File: config.mk
export PLATFORM = sky130hd
export DESIGN_NAME = sensor_matrix_scan_debounce
export DESIGN_NICKNAME = d
export VERILOG_FILES = /design/src/rtl/smsd_pkg.sv /design/src/rtl/smsd_classify.sv /design/src/rtl/sensor_matrix_scan_debounce.sv
export VERILOG_INCLUDE_DIRS = /design/src /design/src/rtl
export SDC_FILE = /design/constraint.sdc
export NUM_CORES = 1
export LEC_CHECK = 0
export BUFFER_PORTS_ARGS = -buffer_cell sky130_fd_sc_hd__buf_2
export CAP_MARGIN = 15
export CORE_MARGIN = 3
export CORE_UTILIZATION = 54
export DETAILED_ROUTE_END_ITERATION = 7
export PLACE_DENSITY = 0.76
export SYNTH_ARGS = -nofsm -noshare
export SYNTH_HDL_FRONTEND = slang
export SYNTH_SLANG_ARGS = --single-unit
File: constraint.sdc
create_clock -name clock -period 7.54 [get_ports clock]
set_input_delay 1.508 -clock clock [delete_from_list [all_inputs] [get_ports clock]]
set_output_delay 1.508 -clock clock [all_outputs]
set_load 0.01 [all_outputs]
File: src/rtl/sensor_matrix_scan_debounce_assert.svh
// Assertion macros for the sensor matrix scanner.
// Included by the top module for its concurrent checks; no other dependencies.
`ifndef SENSOR_MATRIX_SCAN_DEBOUNCE_ASSERT_SVH
`define SENSOR_MATRIX_SCAN_DEBOUNCE_ASSERT_SVH

// same-cycle implication
`define SMSD_ASSERT_NOW(lbl, clk, rst, ante, cons, msg) \
   lbl: assert property (@(posedge clk) disable iff (rst) (ante) |-> (cons)) else $error(msg);

// next-cycle implication
`define SMSD_ASSERT_NEXT(lbl, clk, rst, ante, cons, msg) \
   lbl: assert property (@(posedge clk) disable iff (rst) (ante) |=> (cons)) else $error(msg);

`endif

File: src/rtl/smsd_pkg.sv
// Shared constants and types for the sensor matrix scanner with debounce.
// No dependencies; used by smsd_classify and sensor_matrix_scan_debounce.
package smsd_pkg;

   localparam int CHANNELS    = 16;
   localparam int BOARD_MUXES = 4;
   localparam int BLACK_LINE  = 0;
   localparam int BOARD_LINE0 = 1;
   localparam int WHITE_LINE  = 5;

   localparam logic [3:0] LAST_CHANNEL = 4'(CHANNELS - 1);
   localparam logic [3:0] COUNT_MAX    = 4'd15;
   localparam logic [3:0] STABLE_RESET = 4'd3;

   // register indexes on the csr port
   localparam logic [2:0] CSR_STABLE_SCANS = 3'd0;
   localparam logic [2:0] CSR_BASE_BOARD   = 3'd1;
   localparam logic [2:0] CSR_BASE_BLACK   = 3'd2;
   localparam logic [2:0] CSR_BASE_WHITE   = 3'd3;

   typedef enum logic [1:0] {
      KIND_NONE  = 2'd0,
      KIND_BLACK = 2'd1,
      KIND_WHITE = 2'd2,
      KIND_MULTI = 2'd3
   } kind_type;

   typedef struct packed {
      kind_type   kind;
      logic [3:0] slot;
   } capture_type;

endpackage

File: src/rtl/smsd_classify.sv
// Classifies newly filled storage slots of a settled scan against the baseline.
// Depends on smsd_pkg (kind_type, capture_type).
module smsd_classify (
   input  logic [15:0]          black_slots,
   input  logic [15:0]          white_slots,
   input  logic [15:0]          base_black,
   input  logic [15:0]          base_white,
   output smsd_pkg::capture_type capture
);

   function automatic logic [3:0] lowest_one16(input logic [15:0] v);
      logic [3:0] pos;
      pos = 4'd0;
      for (int i = 15; i >= 0; i--) begin
         if (v[i]) begin
            pos = 4'(i);
         end
      end
      return pos;
   endfunction

   logic [15:0] new_black;
   logic [15:0] new_white;
   logic        nb_zero, nb_one, nw_zero, nw_one;

   assign new_black = black_slots & ~base_black;
   assign new_white = white_slots & ~base_white;

   // exactly one bit set: nonzero and clearing the lowest bit leaves nothing
   assign nb_zero = (new_black == 16'd0);
   assign nw_zero = (new_white == 16'd0);
   assign nb_one  = !nb_zero && ((new_black & (new_black - 16'd1)) == 16'd0);
   assign nw_one  = !nw_zero && ((new_white & (new_white - 16'd1)) == 16'd0);

   always_comb begin
      capture.kind = smsd_pkg::KIND_MULTI;
      capture.slot = 4'd0;
      if (nb_zero && nw_zero) begin
         capture.kind = smsd_pkg::KIND_NONE;
      end else if (nb_one && nw_zero) begin
         capture.kind = smsd_pkg::KIND_BLACK;
         capture.slot = lowest_one16(new_black);
      end else if (nw_one && nb_zero) begin
         capture.kind = smsd_pkg::KIND_WHITE;
         capture.slot = lowest_one16(new_white);
      end
   end

endmodule

File: src/rtl/sensor_matrix_scan_debounce.sv
// Top level of the multiplexed sensor matrix scanner with debounce.
// Depends on smsd_pkg, smsd_classify and sensor_matrix_scan_debounce_assert.svh.
//
// Usage:
//   req_ channel: one transaction per mux channel sample (channel number and six
//   active-low sense lines). Samples land in a partial scan; a sample on the last
//   channel closes the scan and runs the debounce step.
//   rsp_ channel: one transaction each time a debounced scan settles and differs
//   from the baseline: board, storage words, capture kind and slot.
//   csr_ port: write-only; index 0 stable_scans, 1 base_board, 2 base_black,
//   3 base_white; other indexes are ignored. Write only while idle.
// Timing: a sample is held in the input register; the scan update and settle
//   check run between that register and the result register that drives
//   rsp_valid, set as the sample leaves. One sample per cycle is taken while
//   req_stall is low; the single input register is the only buffering.
// Stall: while a result waits under rsp_stall, samples of channels other than the
//   last keep flowing; a last-channel sample waits in the input register and
//   req_stall rises until the pending result is taken.
// Reset: clears the partial scan, debounce candidate and count, restores the
//   registers to stable_scans 3 and zero baselines, and empties both stages.
`include "sensor_matrix_scan_debounce_assert.svh"

module sensor_matrix_scan_debounce (
   input  logic        clock,
   input  logic        reset,
   input  logic        req_valid,
   output logic        req_stall,
   input  logic [3:0]  req_channel,
   input  logic [5:0]  req_sense_lines,
   output logic        rsp_valid,
   input  logic        rsp_stall,
   output logic [63:0] rsp_board,
   output logic [15:0] rsp_black_slots,
   output logic [15:0] rsp_white_slots,
   output logic [1:0]  rsp_capture_kind,
   output logic [3:0]  rsp_capture_slot,
   input  logic        csr_wen,
   input  logic [2:0]  csr_index,
   input  logic [63:0] csr_wdata
);

   // configuration
   logic [3:0]  stable_scans_ff;
   logic [63:0] base_board_ff;
   logic [15:0] base_black_ff;
   logic [15:0] base_white_ff;

   // input register
   logic        s1_valid_ff, s1_valid_in;
   logic [3:0]  s1_channel_ff;
   logic [5:0]  s1_lines_ff;

   // scan and debounce state
   logic [63:0] partial_board_ff, partial_board_in;
   logic [15:0] partial_black_ff, partial_black_in;
   logic [15:0] partial_white_ff, partial_white_in;
   logic [63:0] cand_board_ff, cand_board_in;
   logic [15:0] cand_black_ff, cand_black_in;
   logic [15:0] cand_white_ff, cand_white_in;
   logic [3:0]  stable_count_ff, stable_count_in;

   // result register
   logic        rsp_valid_ff, rsp_valid_in;
   logic [63:0] rsp_board_ff;
   logic [15:0] rsp_black_ff;
   logic [15:0] rsp_white_ff;
   smsd_pkg::capture_type rsp_capture_ff;

   logic        s1_last, s1_blocked, s1_fire, rsp_free;
   logic        scan_match, debounce_step, at_base, settle;
   logic [3:0]  threshold;
   smsd_pkg::capture_type capture;

   assign rsp_free   = !rsp_valid_ff || !rsp_stall;
   assign s1_last    = (s1_channel_ff == smsd_pkg::LAST_CHANNEL);
   assign s1_blocked = s1_last && !rsp_free;
   assign s1_fire    = s1_valid_ff && !s1_blocked;
   assign req_stall  = s1_valid_ff && s1_blocked;
   assign s1_valid_in = req_stall ? s1_valid_ff : req_valid;

   // drop the sample into the partial scan; board bit is {row, mux, half}
   always_comb begin
      partial_board_in = partial_board_ff;
      partial_black_in = partial_black_ff;
      partial_white_in = partial_white_ff;
      for (int k = 0; k < smsd_pkg::BOARD_MUXES; k++) begin
         partial_board_in[{s1_channel_ff[2:0], 2'(k), s1_channel_ff[3]}] =
            ~s1_lines_ff[smsd_pkg::BOARD_LINE0 + k];
      end
      partial_black_in[s1_channel_ff] = ~s1_lines_ff[smsd_pkg::BLACK_LINE];
      partial_white_in[s1_channel_ff] = ~s1_lines_ff[smsd_pkg::WHITE_LINE];
   end

   assign scan_match = (partial_board_in == cand_board_ff) &&
                       (partial_black_in == cand_black_ff) &&
                       (partial_white_in == cand_white_ff);
   assign threshold  = (stable_scans_ff == 4'd0) ? 4'd1 : stable_scans_ff;

   always_comb begin
      cand_board_in   = cand_board_ff;
      cand_black_in   = cand_black_ff;
      cand_white_in   = cand_white_ff;
      stable_count_in = stable_count_ff;
      debounce_step   = 1'b0;
      if (s1_last) begin
         if (!scan_match) begin
            cand_board_in   = partial_board_in;
            cand_black_in   = partial_black_in;
            cand_white_in   = partial_white_in;
            stable_count_in = 4'd1;
            debounce_step   = 1'b1;
         end else if (stable_count_ff != smsd_pkg::COUNT_MAX) begin
            stable_count_in = stable_count_ff + 4'd1;
            debounce_step   = 1'b1;
         end
      end
   end

   // new candidate equals the full scan in both branches
   assign at_base = (partial_board_in == base_board_ff) &&
                    (partial_black_in == base_black_ff) &&
                    (partial_white_in == base_white_ff);
   assign settle  = s1_fire && debounce_step && (stable_count_in == threshold) && !at_base;

   smsd_classify u_classify (
      .black_slots (partial_black_in),
      .white_slots (partial_white_in),
      .base_black  (base_black_ff),
      .base_white  (base_white_ff),
      .capture     (capture)
   );

   always_comb begin
      rsp_valid_in = rsp_valid_ff;
      if (settle) begin
         rsp_valid_in = 1'b1;
      end else if (!rsp_stall) begin
         rsp_valid_in = 1'b0;
      end
   end

   always_ff @(posedge clock) begin
      if (reset) begin
         stable_scans_ff  <= smsd_pkg::STABLE_RESET;
         base_board_ff    <= 64'd0;
         base_black_ff    <= 16'd0;
         base_white_ff    <= 16'd0;
         s1_valid_ff      <= 1'b0;
         partial_board_ff <= 64'd0;
         partial_black_ff <= 16'd0;
         partial_white_ff <= 16'd0;
         cand_board_ff    <= 64'd0;
         cand_black_ff    <= 16'd0;
         cand_white_ff    <= 16'd0;
         stable_count_ff  <= 4'd0;
         rsp_valid_ff     <= 1'b0;
      end else begin
         s1_valid_ff  <= s1_valid_in;
         rsp_valid_ff <= rsp_valid_in;
         if (s1_fire) begin
            partial_board_ff <= partial_board_in;
            partial_black_ff <= partial_black_in;
            partial_white_ff <= partial_white_in;
            cand_board_ff    <= cand_board_in;
            cand_black_ff    <= cand_black_in;
            cand_white_ff    <= cand_white_in;
            stable_count_ff  <= stable_count_in;
         end
         if (csr_wen) begin
            unique case (csr_index)
               smsd_pkg::CSR_STABLE_SCANS: stable_scans_ff <= csr_wdata[3:0];
               smsd_pkg::CSR_BASE_BOARD:   base_board_ff   <= csr_wdata;
               smsd_pkg::CSR_BASE_BLACK:   base_black_ff   <= csr_wdata[15:0];
               smsd_pkg::CSR_BASE_WHITE:   base_white_ff   <= csr_wdata[15:0];
               default: ;
            endcase
         end
      end
   end

   // payload registers, no reset
   always_ff @(posedge clock) begin
      if (!req_stall) begin
         s1_channel_ff <= req_channel;
         s1_lines_ff   <= req_sense_lines;
      end
      if (settle) begin
         rsp_board_ff   <= partial_board_in;
         rsp_black_ff   <= partial_black_in;
         rsp_white_ff   <= partial_white_in;
         rsp_capture_ff <= capture;
      end
   end

   assign rsp_valid        = rsp_valid_ff;
   assign rsp_board        = rsp_board_ff;
   assign rsp_black_slots  = rsp_black_ff;
   assign rsp_white_slots  = rsp_white_ff;
   assign rsp_capture_kind = rsp_capture_ff.kind;
   assign rsp_capture_slot = rsp_capture_ff.slot;

   `SMSD_ASSERT_NOW(a_stall_only_last, clock, reset, req_stall, s1_valid_ff && s1_last && rsp_valid_ff, "input stalled without a pending last-channel transaction")
   `SMSD_ASSERT_NEXT(a_count_nonzero, clock, reset, s1_fire && s1_last, stable_count_ff != 4'd0, "debounce count zero after a full scan")
   `SMSD_ASSERT_NOW(a_slot_zero, clock, reset, rsp_valid && (rsp_capture_kind == smsd_pkg::KIND_NONE || rsp_capture_kind == smsd_pkg::KIND_MULTI), rsp_capture_slot == 4'd0, "capture slot set without a single capture")
   `SMSD_ASSERT_NOW(a_black_slot_set, clock, reset, rsp_valid && rsp_capture_kind == smsd_pkg::KIND_BLACK, rsp_black_slots[rsp_capture_slot], "black capture slot not occupied")
   `SMSD_ASSERT_NOW(a_white_slot_set, clock, reset, rsp_valid && rsp_capture_kind == smsd_pkg::KIND_WHITE, rsp_white_slots[rsp_capture_slot], "white capture slot not occupied")

endmodule
Word level (Yosys, flattened, before mapping):

Index checks and enable logic that the tools add are counted.

* bits in registers: 410
* bits in latches: 0
* RAM bits: 0
* ROM bits: 0
* input bits: 82
* output and inout bits: 104
* word-level logic and storage cells: 159
* memories kept: 0

* $add $sub $neg: 3
* multiply operators: 0
* divide/modulo/power cells: 0
* order comparisons: 10
* eq/ne operators: 13
* shift operators: 0
* multiplexer cells: 59
* bitwise logic cells: 13
* reduce and logical (&&, ||, !) cells: 40

Operators by type and width (count)
* $bwmux W64: 4
* $mux W4: 36
* $eq A64 B64 Y1: 2
* $and A16 B16 Y16: 4
* $eq A16 B16 Y1: 4
* $logic_not A16 Y1: 4
* $bwmux W16: 2
* $not A16 Y16: 2
* $sub A16 B1 Y16 const B: 2
* $lt A6 B7 Y1 const B: 4
* $ge A6 B1 Y1 const B: 4
* $demux W1 S4: 5
* $logic_and A1 B1 Y1: 20
* $mux W1: 10
* $mux W5: 2
* $reduce_and A2 Y1: 4
* $logic_not A1 Y1: 7
* $not A1 Y1: 7
* $eq A3 B2 Y1 const B: 2
* $lt A4 B5 Y1 const B: 1
* $add A4 B1 Y4 const B: 1
* $eq A4 B4 Y1: 1
* $eq A4 B4 Y1 const B: 1
* $ge A4 B1 Y1 const B: 1
* 8 further kinds: 8

Longest topological paths before layout:

* depth after elaboration: 24
* gate-level depth with buffers: 17
* mapped depth without buffers: 14

Modules after synthesis:

From an unflattened synthesis, not the netlist that was laid out.

* cell total of the unflattened synthesis: 2555
* area total of the unflattened synthesis: 21320.4 um2

Modules (own cells, without submodules)
* sensor_matrix_scan_debounce: instances 1, cells each 2410, area each 20347.0 um2, sequential area each 9328.9 um2
* smsd_classify: instances 1, cells each 145, area each 973.4 um2, sequential area each 0.0 um2

Least setup slack after synthesis:

Ideal clock, no wire load.

* kind: reg-to-reg
* from: reg s1_channel_ff[2]
* to: reg rsp_black_ff[0] (netlist: rsp_black_slots[0]) (enable)
* library setup time: 0.575 ns
* arrival: 7.395 ns
* data required time: 6.965 ns
* slack: -0.430 ns
* stages on the path, launching flop included: 13
* buffers on the path: 3
* period minus slack after synthesis: 7.970 ns
* cells stage by stage: edfxtp_1 buf_6 buf_6 nor4b_4 mux2_2 a22oi_1 o211ai_1 nor4_1 nand4b_1 nor3_2 buf_6 mux2i_1 nor2b_1

* elaborated cells on any way between the ends: 54
* those cells by class: order compare: 10; eq/ne: 8; mux: 20; reduce/logical: 16

RTL lines
* start: declaration: line sensor_matrix_scan_debounce.sv:50 `logic [3:0] s1_channel_ff;`
* start signal: assignment: line sensor_matrix_scan_debounce.sv:184 `s1_channel_ff <= req_channel;`
* $lt A6 B7 Y1 (implied by the code) or $ge A6 B1 Y1 (tied branches): line sensor_matrix_scan_debounce.sv:87 `partial_board_in[{s1_channel_ff[2:0], 2'(k), s1_channel_ff[3]}] =`
* $logic_and A1 B1 Y1 (implied by the code): line sensor_matrix_scan_debounce.sv:87
* $mux W1 (implied by the code): line sensor_matrix_scan_debounce.sv:87
* $demux W1 S4 *: line sensor_matrix_scan_debounce.sv:87
* $bwmux W64 *: line sensor_matrix_scan_debounce.sv:87
* named net partial_board_in[14]: line sensor_matrix_scan_debounce.sv:54 `logic [63:0] partial_board_ff, partial_board_in;`
* $eq A64 B64 Y1: line sensor_matrix_scan_debounce.sv:94 `assign scan_match = (partial_board_in == cand_board_ff) &&`
* $logic_and A1 B1 Y1: line sensor_matrix_scan_debounce.sv:94
* $logic_and A1 B1 Y1: line sensor_matrix_scan_debounce.sv:95 `(partial_black_in == cand_black_ff) &&`
* $mux W4 or $mux W1 (tied branches): line sensor_matrix_scan_debounce.sv:106 `if (!scan_match) begin`
* $mux W4 or $mux W1 (tied branches): line sensor_matrix_scan_debounce.sv:105 `if (s1_last) begin`
* $eq A4 B4 Y1 or $logic_and A1 B1 Y1 (tied branches): line sensor_matrix_scan_debounce.sv:123 `assign settle = s1_fire && debounce_step && (stable_count_in == threshold) && !at_base;`
* $logic_and A1 B1 Y1: line sensor_matrix_scan_debounce.sv:123
* $logic_and A1 B1 Y1 *: line sensor_matrix_scan_debounce.sv:123
* end signal: assignment: line sensor_matrix_scan_debounce.sv:189 `rsp_black_ff <= partial_black_in;`
* end: declaration: line sensor_matrix_scan_debounce.sv:65 `logic [15:0] rsp_black_ff;`

Mark *: on every way through the listed nets, which the timed path passes. The rest lies on a longest branch.
A chain may end at the register's enable or synchronous reset.

Worst setup path after layout:

* from: reg s1_channel_ff[0]
* to: reg rsp_board_ff[9] (netlist: rsp_board[9]) (enable)

* elaborated cells on any way between the ends: 54
* those cells by class: order compare: 10; eq/ne: 8; mux: 20; reduce/logical: 16

RTL lines
* $lt A4 B5 Y1 (implied by the code) or $ge A4 B1 Y1 (tied branches): line sensor_matrix_scan_debounce.sv:90 `partial_black_in[s1_channel_ff] = ~s1_lines_ff[smsd_pkg::BLACK_LINE];`
* $logic_and A1 B1 Y1 (implied by the code): line sensor_matrix_scan_debounce.sv:90
* $mux W1 (implied by the code): line sensor_matrix_scan_debounce.sv:90
* $demux W1 S4 *: line sensor_matrix_scan_debounce.sv:90
* $bwmux W16 *: line sensor_matrix_scan_debounce.sv:90
* named net partial_black_in[3]: line sensor_matrix_scan_debounce.sv:55 `logic [15:0] partial_black_ff, partial_black_in;`
* $eq A16 B16 Y1: line sensor_matrix_scan_debounce.sv:95
* $logic_and A1 B1 Y1: line sensor_matrix_scan_debounce.sv:94
* $logic_and A1 B1 Y1: line sensor_matrix_scan_debounce.sv:95
* $mux W4 or $mux W1 (tied branches): line sensor_matrix_scan_debounce.sv:106
* $mux W4 or $mux W1 (tied branches): line sensor_matrix_scan_debounce.sv:105
* $eq A4 B4 Y1 or $logic_and A1 B1 Y1 (tied branches): line sensor_matrix_scan_debounce.sv:123
* $logic_and A1 B1 Y1: line sensor_matrix_scan_debounce.sv:123
* $logic_and A1 B1 Y1 *: line sensor_matrix_scan_debounce.sv:123
* end signal: assignment: line sensor_matrix_scan_debounce.sv:188 `rsp_board_ff <= partial_board_in;`
* end: declaration: line sensor_matrix_scan_debounce.sv:64 `logic [63:0] rsp_board_ff;`

Marks and branches as above.

==> flow_metrics.tcl <==
set metrics [dict create \
    netlist.area_leader.share 0.2933 \
    slowest_delay_ns 0.95 \
    n_antenna_cell 0 \
    yosysWarningCount 0 \
    pre_cts_ws_ns 1.438 \
    hold_path.class "flip-flop to flip-flop" \
    holdWs_ns 0.4548 \
    synth_nets 2512 \
    initial_core_util 0.5517 \
    grt_pass1_vias 18110 \
    fp.dieArea_um2 40040 \
    finalSetupTns_ns 0 \
    cts_tree "done" \
    avgSynthCellArea_um2 8.490 \
    layout_setup_ws_ns 1.137 \
    grt_use_total 0.4073 \
    setup_violations 0 \
    slowest_stage "edfxtp_1" \
    synth_cell_types 85 \
    hpwlAfterDp_mm 59.76 \
    layout_common_cells "433 x nand2_1, 341 x a21oi_1, 298 x dfxtp_1" \
    period_share 0.8492 \
    max-cap-violations 0 \
    worstPathMaxFanout 86 \
    cpLargestDelayFamily "simple AND/OR/NAND/NOR gates" \
    place_congestion 1.068 \
    period_minus_slack_ns 6.403 \
    synth_edf_count 112 \
    peakVddDrop_v 0.0001847 \
    overflow 0 \
    core_um2 36870 \
    die_w_um 200.1 \
    worstPathCellList "buf_4 -> and4bb_1 -> nor2_1 -> a21oi_1 -> ha_1 -> nand4_1 -> a311oi_1 -> nand4_1 -> or4_1 -> or4_1 -> nor4_1 -> a21oi_1 -> nor2b_4 -> buf_12" \
    syn2layout_area_growth_pct 13.08 \
    clk_latency_ns 0.58 \
    async_reset_ff_frac 0 \
    timing.final.hold_violations 0 \
    cts.path.max_buffers 3 \
    path_class "flip-flop to flip-flop" \
    synth_top_area_cell "dfxtp_1" \
    cts.sinks 410 \
    clock_skew_ns 0.02294 \
    powerDensity_nw_per_um2 213.2 \
    clkTransAtPathRegs_ns 0.06 \
    wl_per_cell_um 27.31 \
    cts_setup_buffers 0 \
    holdBufCountCts 0 \
    layout_commonest_cell "nand2_1" \
    timing.max_slew.rel_slack 0.1638 \
    h-tree-depth 2 \
    status "completed" \
    wl_mm 82.88 \
    nets 2615 \
    cts_resized 0 \
    antenna_found_initial 1 \
    die_h_um 200.1 \
    ys_ff_latch 410 \
    end_kind "flip-flop" \
    p_leak_uw 0.008451 \
    vias 19690 \
    via_per_inst 6.488 \
    synthTopCellsByArea "dfxtp_1 29%, edfxtp_1 17%, a21oi_1 8.4%, nand2_1 8.0%, o21ai_0 3.6%" \
    grt_max_degree 116 \
    drc 0 \
    worstPathArrival_ns 6.65 \
    rsz0062_at_grt "no" \
    path_buf_inv 2 \
    worst_ep_required_time_ns 7.79 \
    drive_above_1_share 0.1446 \
    io_pins 186 \
    port_buffers 185 \
    initialDrtViolationCount 2668 \
    yosysSeqAreaShare 0.4586 \
    report.final.slew_viol_count 0 \
    drtPass1Iterations 6 \
    drtAntennaViolNets 0 \
    synthFlopType "dfxtp_1" \
    worst_pin_slew_ns 1.254 \
    numCtsBuffers 43 \
    fmax_ghz 0.1562 \
    synthCells 2396 \
    ctsRootBufferMaster "clkbuf_16" \
    num_rows 70 \
    synthesis.area_um2 20340 \
    critPathLaunchType "flip-flop" \
    grt_pass1_wl_mm 120.1 \
]
stage by stage:
stage	area, µm²	power [µW]	utilization	instances
4_1_cts	22980	4890	0.6231	3034
3_5_place_dp	21560	2769	0.5848	2957
3_3_place_gp	21560	2765	0.5847	2956
2_1_floorplan	20340	2601	-	2396
6_report	23000	4905	0.6239	3035
5_1_grt	23000	5015	0.6239	3035
worst min-delay path, delay by kind of cell (launching register included):
kind             cells  cell delay (ns)
flip-flops           1             0.31
AND/OR/NAND/NOR      1             0.05
AO/OA/AOI/OAI        1             0.05
flip-flops by register name, indices dropped and copies added, names as in the netlist, 6 cells and up:
signal and cells:
s1_lines_ff 6, cand_black_ff 16, rsp_black_slots 16, partial_black_ff 16, cand_white_ff 16, base_white_ff 16, partial_white_ff 16, cand_board_ff 64
base_board_ff 64, base_black_ff 16, partial_board_ff 64, rsp_board 64, rsp_white_slots 16
where the power goes:
part | total (µW) | internal [µW] | leakage (µW) | switching (µW)
clock | 2160 | 1250 | 0.000695 | 915
combinational | 440 | 134 | 0.00420 | 306
sequential | 2300 | 2280 | 0.00355 | 26.1
total | 4910 | 3660 | 0.00845 | 1250
logic make-up after synthesis:
family	share of synthesized area
and+or+nand+nor	0.1937
DFF	0.4586
AOI/OAI and AO/OA	0.1925
muxes	0.03285
xor gates and xnor gates	0.03789
adders and majority gates	0.02140
buffers and inverters	0.06311
synth_stat cells (7+ instances only):
cell type    n
a211oi_1    15
a21oi_1    341
a221oi_1    13
a22oi_1      8
a311oi_1     8
a31oi_1      8
and3_1       8
buf_1       16
buf_2       26
buf_6       11
clkbuf_1   113
clkbuf_2     7
dfxtp_1    298
edfxtp_1   112
ha_1        34
inv_1      124
mux2_2      30
mux2i_1     33
nand2_1    434
nand2b_1    18
nand3_1    118
nand4_1     30
nor2_1      79
nor2b_1     11
nor3_1      27
nor3b_1     19
nor4_1      23
o21ai_0    148
o221ai_1     7
o22ai_1     20
o31ai_1      7
o32ai_1     13
xnor2_1     44
xor2_1      44
final timing paths:
kind                              from              endpoint  slack (ns)  cells after the start
setup / recovery      s1_channel_ff[0]          rsp_board[9]        1.14                     14
hold / removal    partial_board_ff[31]  partial_board_ff[31]        0.45                      2
setup reg to reg      s1_channel_ff[0]          rsp_board[9]        1.14                     14
hold reg to reg   partial_board_ff[31]  partial_board_ff[31]        0.45                      2
layout make-up:
| cell class | instances | area (µm²) |
|---|---|---|
| clock buffers | 58 | 1224 |
| flip-flops and latches | 410 | 9329 |
| multi-input cells | 1682 | 9812 |
| fillers | 3217 | 13870 |
| clock inverters | 19 | 187.7 |
| inverters | 126 | 473.0 |
| well taps | 504 | 630.6 |
| repair buffers | 236 | 1348 |
layer usage:
layer / routed length (µm) / vias up / track usage / share of wire
met3: 10940 / 228 / 0.1084 / 0.13
li1: - / 8683 / - / -
met2: 35180 / 1354 / 0.5928 / 0.42
met4: 4428 / 2 / 0.1920 / 0.053
met1: 32310 / 9423 / 0.5665 / 0.39
met5: 13 / - / 0 / 0.00016
No activity file was read; power rests on OpenSTA's default activity.
